==> config.mk <==
export PLATFORM = sky130hd
export DESIGN_NAME = hnc_ctrl
export DESIGN_NICKNAME = d
export VERILOG_FILES = /design/src/rtl/hnc_pkg.sv /design/src/rtl/hnc_ctrl.sv
export SDC_FILE = /design/constraint.sdc
export NUM_CORES = 1
export LEC_CHECK = 0
export BUFFER_PORTS_ARGS = -buffer_cell sky130_fd_sc_hd__buf_4
export CELL_PAD_IN_SITES_DETAIL_PLACEMENT = 0
export CELL_PAD_IN_SITES_GLOBAL_PLACEMENT = 1
export CORE_AREA = 2 2 39 41
export CTS_CLUSTER_SIZE = 14
export DETAILED_ROUTE_END_ITERATION = 10
export DIE_AREA = 0 0 41 43
export PLACE_DENSITY_LB_ADDON = 0.1
export SYNTH_ARGS = -nofsm -noshare
export SYNTH_HDL_FRONTEND = slang
export SYNTH_SLANG_ARGS = --single-unit
==> constraint.sdc <==
create_clock -name clk -period 3.91 [get_ports clk]
set_clock_uncertainty 0.2 [all_clocks]
set_input_delay 0.1955 -clock clk [delete_from_list [all_inputs] [get_ports clk]]
set_output_delay 0.1955 -clock clk [all_outputs]
set_load 0.005 [all_outputs]
==> src/rtl/hnc_pkg.sv <==
// ============================================================================
// hnc_pkg
// Shared types, codes and helpers of the Hamming nearest-codebook block.
// ============================================================================
`default_nettype none

package hnc_pkg;

  // Default sizes of the codebook.
  localparam int DEF_WORDS   = 16;
  localparam int DEF_ENTRIES = 64;

  // Fixed field widths of the input and result words.
  localparam int OP_W        = 2;
  localparam int IDX_W       = 4;
  localparam int DATA_W      = 64;
  localparam int STAT_W      = 2;
  localparam int OUT_CNT_W   = 7;
  localparam int OUT_IDX_W   = 6;
  localparam int OUT_DIST_W  = 11;
  localparam int POP_W       = 7;

  // Operation codes.
  typedef enum logic [OP_W-1:0] {
    OP_CLEAR = 2'd0,
    OP_ADD   = 2'd1,
    OP_QUERY = 2'd2
  } op_t;

  // Result status codes.
  typedef enum logic [STAT_W-1:0] {
    STAT_OK    = 2'd0,
    STAT_FULL  = 2'd1,
    STAT_EMPTY = 2'd2
  } status_t;

  // Controller states.
  typedef enum logic [1:0] {
    ST_IDLE,
    ST_SCAN,
    ST_DRAIN,
    ST_STREAM
  } state_t;

  // Input word payload.
  typedef struct packed {
    logic [OP_W-1:0]   operation;
    logic [IDX_W-1:0]  word_index;
    logic [DATA_W-1:0] word_data;
  } in_item_t;

  // Result word payload.
  typedef struct packed {
    logic [STAT_W-1:0]     status;
    logic [OUT_CNT_W-1:0]  entry_count;
    logic [OUT_IDX_W-1:0]  best_index;
    logic [OUT_DIST_W-1:0] distance;
    logic [DATA_W-1:0]     clean_word;
    logic                  last;
  } out_item_t;

  // Commands from the controller to the datapath.
  typedef struct packed {
    logic take;          // input word accepted this cycle
    logic scan_start;    // clear scan counters and best-so-far
    logic scan_issue;    // read one store word for the distance scan
    logic stream_start;  // rewind the word counter for streaming
    logic stream_mode;   // read address points at the winning entry
    logic stream_load;   // move one clean word into the output register
  } dp_cmd_t;

  // Status from the datapath to the controller.
  typedef struct packed {
    logic starts_scan;   // current input is a final query word with entries present
    logic scan_last;     // the read issued now is the last word of the last entry
    logic pipe_empty;    // no scan read left in the distance pipeline
    logic rd_ok;         // store read data matches the current stream word
    logic stream_last;   // current stream word is the final word of the vector
  } dp_stat_t;

  // Population count of a 64-bit word as a balanced adder tree.
  function automatic logic [POP_W-1:0] popcount64(input logic [DATA_W-1:0] x);
    logic [1:0] l1 [32];
    logic [2:0] l2 [16];
    logic [3:0] l3 [8];
    logic [4:0] l4 [4];
    logic [5:0] l5 [2];
    for (int i = 0; i < 32; i++) l1[i] = {1'b0, x[2*i]} + {1'b0, x[2*i+1]};
    for (int i = 0; i < 16; i++) l2[i] = {1'b0, l1[2*i]} + {1'b0, l1[2*i+1]};
    for (int i = 0; i < 8; i++)  l3[i] = {1'b0, l2[2*i]} + {1'b0, l2[2*i+1]};
    for (int i = 0; i < 4; i++)  l4[i] = {1'b0, l3[2*i]} + {1'b0, l3[2*i+1]};
    for (int i = 0; i < 2; i++)  l5[i] = {1'b0, l4[2*i]} + {1'b0, l4[2*i+1]};
    return {1'b0, l5[0]} + {1'b0, l5[1]};
  endfunction

endpackage

`default_nettype wire

==> src/rtl/hnc_ctrl.sv <==
// ============================================================================
// hnc_ctrl
// Controller: sequences accept, distance scan, pipeline drain and streaming
// of the clean vector, and owns the result valid flag.
// ============================================================================
`default_nettype none

module hnc_ctrl (
  input  wire logic              clk,
  input  wire logic              rst_n,
  input  wire logic              in_valid,
  output logic                   in_ready,
  output logic                   out_valid,
  input  wire logic              out_ready,
  input  wire hnc_pkg::dp_stat_t stat,
  output hnc_pkg::dp_cmd_t       cmd
);
  import hnc_pkg::*;

  state_t state_r, state_nxt;
  logic   out_valid_r, out_valid_nxt;
  logic   out_free;
  logic   load_single;

  // State and result valid registers.
  always_ff @(posedge clk) begin
    if (!rst_n) begin
      state_r     <= ST_IDLE;
      out_valid_r <= 1'b0;
    end else begin
      state_r     <= state_nxt;
      out_valid_r <= out_valid_nxt;
    end
  end

  // Next state and commands.
  always_comb begin
    state_nxt   = state_r;
    cmd         = '0;
    in_ready    = 1'b0;
    load_single = 1'b0;
    out_free    = !out_valid_r || out_ready;
    case (state_r)
      ST_IDLE: begin
        in_ready = out_free;
        if (in_valid && out_free) begin
          cmd.take = 1'b1;
          if (stat.starts_scan) begin
            cmd.scan_start = 1'b1;
            state_nxt      = ST_SCAN;
          end else begin
            load_single = 1'b1;
          end
        end
      end
      ST_SCAN: begin
        cmd.scan_issue = 1'b1;
        if (stat.scan_last) begin
          state_nxt = ST_DRAIN;
        end
      end
      ST_DRAIN: begin
        if (stat.pipe_empty) begin
          cmd.stream_start = 1'b1;
          state_nxt        = ST_STREAM;
        end
      end
      ST_STREAM: begin
        cmd.stream_mode = 1'b1;
        if (stat.rd_ok && out_free) begin
          cmd.stream_load = 1'b1;
          if (stat.stream_last) begin
            state_nxt = ST_IDLE;
          end
        end
      end
      default: begin
        state_nxt = ST_IDLE;
      end
    endcase
    out_valid_nxt = (out_valid_r && !out_ready) || load_single || cmd.stream_load;
  end

  assign out_valid = out_valid_r;

`ifndef ASSERT_OFF
  // A final query with entries moves straight into the scan.
  a_scan_entry: assert property (@(posedge clk) disable iff (!rst_n)
    cmd.scan_start |=> (state_r == ST_SCAN))
    else $error("scan did not start after final query word");

  // A drained pipeline hands over to streaming in the next cycle.
  a_drain_exit: assert property (@(posedge clk) disable iff (!rst_n)
    (state_r == ST_DRAIN && stat.pipe_empty) |=> (state_r == ST_STREAM))
    else $error("drain did not hand over to streaming");

  // Every streamed load raises the result valid flag.
  a_stream_valid: assert property (@(posedge clk) disable iff (!rst_n)
    cmd.stream_load |=> out_valid_r)
    else $error("streamed word not presented");
`endif

endmodule

`default_nettype wire

==> results of run 1 <==
[critical path: stages, from the launching register on]
cell      delay [ns]
dfxtp_1         0.38
inv_1           0.10
ha_1            0.25
nand2b_1        0.08
o221ai_1        0.10
a221o_2         0.35
mux2i_1         0.13
[per-layer routing]
layer	part of all wire, %	track usage (%)	vias to the layer above
met5	0	0	-
met4	0	6.00	0
met3	12	4.71	0
met2	52	17.8	15
met1	36	9.29	126
li1	-	-	153
[sequential cells by signal, summed over array words and instances (netlist names)]
name / cells
out_valid: 1
state_r: 2
[power by group through the flow]
stage,Clock [mW],Combinational (mW),Sequential (mW)
finish,0.0541,0.122,0.0488
detailed placement,0,0.124,0.0497
global placement,0,0.120,0.0486
global route,0.0607,0.136,0.0504
CTS,0.0554,0.125,0.0492
floorplan,0,0.0714,0.0472
[placed cells by master, fill, tap and decap left out, drive strengths merged]
cell	count
inv	5
a221o	1
ha	5
dfxtp	3
nand2b	2
nand2	6
buf	16
and2	2
nand3	1
clkbuf	4
nor2b	1
and3	1
mux2i	2
a31oi	1
o221ai	1
nor2	1
o21ai	1
nand3b	1
[cell families (layout without fill, tap and decap cells)]
family	after synthesis	after routing	share of synthesized area [%]
AOI/OAI and AO/OA	4	4	11.2
adders and majority gates	5	5	22.3
buffers and inverters	5	25	6.70
DFF	3	3	21.4
muxes	2	2	7.14
and+or+nand+nor	15	15	31.3
[layout make-up]
class / count / area [µm²]
fill: 171 / 937
multi-input combinational: 26 / 201
timing repair buffer: 16 / 120
sequential: 3 / 60.1
clock buffer: 4 / 26.3
tap: 16 / 20.0
inverter: 5 / 18.8
[how the worst min path moves through the flow]
| stage | from | endpoint | slack (ns) | cells after the start |
|---|---|---|---|---|
| finish | rst_n | out_valid$_SDFF_PN0_ | 0.02 | 3 |
| detailed placement | rst_n | out_valid$_SDFF_PN0_ | 0.27 | 3 |
| CTS | rst_n | out_valid$_SDFF_PN0_ | 0.02 | 3 |
| global route | rst_n | out_valid$_SDFF_PN0_ | 0.02 | 3 |
| floorplan | rst_n | out_valid$_SDFF_PN0_ | 0.10 | 2 |
| global placement | rst_n | out_valid$_SDFF_PN0_ | 0.26 | 3 |
==> results.sh, run 1 <==
export IMPL_p_seq_share_pct=21.7
export IMPL_clkTransAtPathRegs_ns=0.04
export IMPL_p_sw_share_pct=35.6
export IMPL_path_class="reg -> reg"
export IMPL_synthArstFlopShare_pct=0
export IMPL_cp_data_arrival_time_ns=1.63
export IMPL_fmax_mhz=582
export IMPL_yosysWarnings=0
export IMPL_first_iter_violations=7
export IMPL_slew_viol_final=0
export IMPL_dp_hpwl_um=650
export IMPL_num_rows=14
export IMPL_setup_tns_ns=0
export IMPL_tightest_slew_ns=0.176
export IMPL_pwr_share_clk_pct=24.1
export IMPL_via_per_inst=4.20
export IMPL_io_pins=17
export IMPL_period_share_pct=43.9
export IMPL_hold_ws_ns=0.0208
export IMPL_drv_cap=0
export IMPL_dp_slack_ns=2.18
export IMPL_ant_nets=0
export IMPL_seq_area_frac_synth_pct=21.4
export IMPL_wl_per_cell_um=10.5
export IMPL_avgSynthCellArea_um2=8.24
export IMPL_numCtsBuffers=3
export IMPL_synth_common_cells="ha_1, inv_1, nand2_1"
export IMPL_die_area_um2=1760
export IMPL_rr_worst_depth=6
export IMPL_power_internal_uw=145
export IMPL_synth_nets=48
export IMPL_leakagePower_nw=0.228
export IMPL_vias=294
export IMPL_syn_cell_area_um2=280
export IMPL_rsz0062_at_grt="no"
export IMPL_area_growth_pct=59.4
export IMPL_cts_repair_resize_count=0
export IMPL_drc_errors=0
export IMPL_worstSetupStartpoint="state_r[0]$_SDFFE_PN0P_"
export IMPL_setup_violations=0
export IMPL_p_total_uw=225
export IMPL_cts_setup_buffers=0
export IMPL_initial_utilization_pct=20.3
export IMPL_clock_sinks=3
export IMPL_reg2reg_slack_ns=2.19
export IMPL_cp_max_fo=4
export IMPL_endpoint="state_r[0]$_SDFFE_PN0P_"
export IMPL_ir_worst_vdd_mv=0.140
export IMPL_p_per_area_nw_per_um2=503
export IMPL_grt_pass1_vias=304
export IMPL_utilization_pct=32.3
export IMPL_dp_cells=66
export IMPL_required_ns=3.82
export IMPL_grt_pass1_wl_mm=1.20
export IMPL_yosys_area_top_type_share_pct=22.3
export IMPL_hold_viol=0
export IMPL_synth_area_leaders="ha_1, dfxtp_1, mux2i_1"
export IMPL_die_y_um=43
export IMPL_cts_tree="done"
export IMPL_grt_max_degree=7
export IMPL_place_port_buffers=16
export IMPL_share_comb_of_total_power_pct=54.2
export IMPL_critPathLaunchType="flop"
export IMPL_core_region_area_um2=1380
export IMPL_grt_ovfl_total=0
export IMPL_synth_edf_count=0
export IMPL_worst_slack_ns=2.19
export IMPL_ys_seq_elements=3
export IMPL_htreeDepth=1
export IMPL_fin_cells=70
export IMPL_status="finished clean"
export IMPL_cts_max_path_buffers=2
export IMPL_ctsHoldBuffers=0
export IMPL_relSlewSlack_pct=88.2
export IMPL_crit_path_end_kind="flop"
export IMPL_switchingPower_uw=79.9
export IMPL_wl_um=733
export IMPL_min_path_type="in -> reg"
export IMPL_diodes=0
export IMPL_drive_gt1_share_pct=42.6
export IMPL_synth_top_cell_by_area="ha_1"
export IMPL_finalNetCount=69
export IMPL_drtPass1Iterations=4
export IMPL_die_w_um=41
export IMPL_fin_area_um2=447
export IMPL_r2r_start="state_r[0]$_SDFFE_PN0P_"
export IMPL_gp_congestion=0.668
export IMPL_ys_types=18
export IMPL_clock_latency_ns=0.23
export IMPL_fin_crit_ns=1.72
export IMPL_grt_antenna_before_repair=0
export IMPL_place_area_um2=420
export IMPL_yosys_most_used_dff="dfxtp_1"
export IMPL_r2r_end="state_r[0]$_SDFFE_PN0P_"
export IMPL_syn_inst=34
export IMPL_cts_root_buffer="clkbuf_4"
export IMPL_grt_usage_pct=10.4
No activity file was read; power rests on OpenSTA's default activity.
==> inputs of run 2 (changes only) <==
==> constraint.sdc (replaced) <==
create_clock -name clk -period 1.7 [get_ports clk]
set_clock_uncertainty 0.2 [all_clocks]
set_input_delay 0.085 -clock clk [delete_from_list [all_inputs] [get_ports clk]]
set_output_delay 0.085 -clock clk [all_outputs]
set_load 0.005 [all_outputs]
==> results.sh, run 2 (synthesis gave the netlist of run 1 again) <==
export IMPL_status="finished clean"
export IMPL_utilization_pct=36.6
export IMPL_wl_per_cell_um=9.61
export IMPL_gp_congestion=0.688
export IMPL_cts_setup_buffers=0
export IMPL_dp_slack_ns=0.0428
export IMPL_leakagePower_nw=0.255
export IMPL_cts_tree="done"
export IMPL_routed_top_layer="met3"
export IMPL_cp_max_fo=4
export IMPL_layout_common_cells="buf_4, nand2_1, inv_1, ha_1, dlygate4sd3_1"
export IMPL_ir_worst_vdd_mv=0.493
export IMPL_vias=312
export IMPL_numCtsBuffers=3
export IMPL_min_path_type="in -> reg"
export IMPL_finalNetCount=75
export IMPL_via_per_inst=4.11
export IMPL_relSlewSlack_pct=88.5
export IMPL_grt_pass1_wl_mm=1.19
export IMPL_setup_violations=0
export IMPL_drtPass1Iterations=4
export IMPL_die_area_um2=1760
export IMPL_route_met3_wl_um=54
export IMPL_grt_pass1_vias=310
export IMPL_worst_slack_ns=0.104
export IMPL_drv_cap=0
export IMPL_grt_max_degree=7
export IMPL_drc_errors=0
export IMPL_diodes=0
export IMPL_cts_root_buffer="clkbuf_4"
export IMPL_num_rows=14
export IMPL_tightest_slew_ns=0.172
export IMPL_grt_antenna_before_repair=0
export IMPL_final_common_cell="buf_4"
export IMPL_clkTransAtPathRegs_ns=0.04
export IMPL_grt_usage_pct=10.0
export IMPL_dp_hpwl_um=623
export IMPL_period_share_pct=93.9
export IMPL_p_per_area_nw_per_um2=1060
export IMPL_required_ns=1.61
export IMPL_wl_um=730
export IMPL_ant_nets=0
export IMPL_area_growth_pct=80.8
export IMPL_clock_sinks=3
export IMPL_path_class="reg -> reg"
export IMPL_cp_data_arrival_time_ns=1.51
export IMPL_crit_path_end_kind="flop"
export IMPL_wl_met2_um=368
export IMPL_place_port_buffers=16
export IMPL_fin_crit_ns=1.60
export IMPL_fmax_mhz=627
export IMPL_first_iter_violations=8
export IMPL_clock_latency_ns=0.23
export IMPL_cts_max_path_buffers=2
export IMPL_drive_gt1_share_pct=43.3
export IMPL_wirelength_met1_um=307
export IMPL_die_y_um=43
export IMPL_io_pins=17
export IMPL_initial_utilization_pct=20.3
export IMPL_hold_viol=0
export IMPL_grt_ovfl_total=0
export IMPL_slew_viol_final=0
export IMPL_top_register="state_r"
export IMPL_htreeDepth=1
export IMPL_core_region_area_um2=1380
export IMPL_largest_register_ffs=2
export IMPL_die_w_um=41
export IMPL_critPathLaunchType="flop"
[run 2: cell type report]
type / count / area [µm²]
clock buffers: 4 / 26.3
multi-input cells: 26 / 201
flip-flops and latches: 3 / 62.6
fillers: 149 / 877
well taps: 16 / 20.0
inverters: 5 / 18.8
repair buffers: 22 / 178
[run 2: metrics by stage]
stage | total power [mW] | setup TNS [ns] | instance area (µm²) | hold slack [ns] | instances
finish | 0.537 | 0 | 507 | 0.136 | 76
global route | 0.595 | -0.00572 | 507 | 0.140 | 76
CTS | 0.549 | 0 | 504 | 0.147 | 76
detailed placement | 0.411 | 0 | 428 | 0.150 | 67
global placement | 0.405 | 0 | 428 | 0.151 | 67
floorplan | 0.273 | 0 | 280 | -0.00566 | 34
[run 2: critical path: stages (launching register included)]
cell      delay [ns]
dfxtp_2         0.34
inv_1           0.08
ha_1            0.22
inv_1           0.06
o221ai_1        0.11
a221o_2         0.35
mux2i_1         0.13
[run 2: repair_timing]
item	4_1_cts	5_1_grt
hold buffers	5	0
resized for setup	0	2
setup endpoints to repair	0	3
endpoints found under the hold margin	3	0
[run 2: worst paths after layout]
path / from / to / slack [ns] / cells past startpoint
max: state_r[0]$_SDFFE_PN0P_ / state_r[0]$_SDFFE_PN0P_ / 0.10 / 6
min: stat[0] / state_r[1]$_SDFFE_PN0P_ / 0.14 / 4
max reg2reg: state_r[0]$_SDFFE_PN0P_ / state_r[0]$_SDFFE_PN0P_ / 0.10 / 6
min reg2reg: state_r[0]$_SDFFE_PN0P_ / state_r[0]$_SDFFE_PN0P_ / 0.29 / 2
[run 2: routing by layer]
layer / track usage, % / vias to the layer above
li1: - / 166
met1: 9.29 / 135
met2: 17.5 / 11
met3: 6.28 / 0
met4: 2.00 / 0
met5: 0 / -
[run 2: where the power goes]
group | internal, mW | leakage (nW) | total (mW) | switching [mW]
clock | 0.0878 | 0.0150 | 0.123 | 0.0348
combinational | 0.175 | 0.214 | 0.299 | 0.124
sequential | 0.0943 | 0.0254 | 0.116 | 0.0213
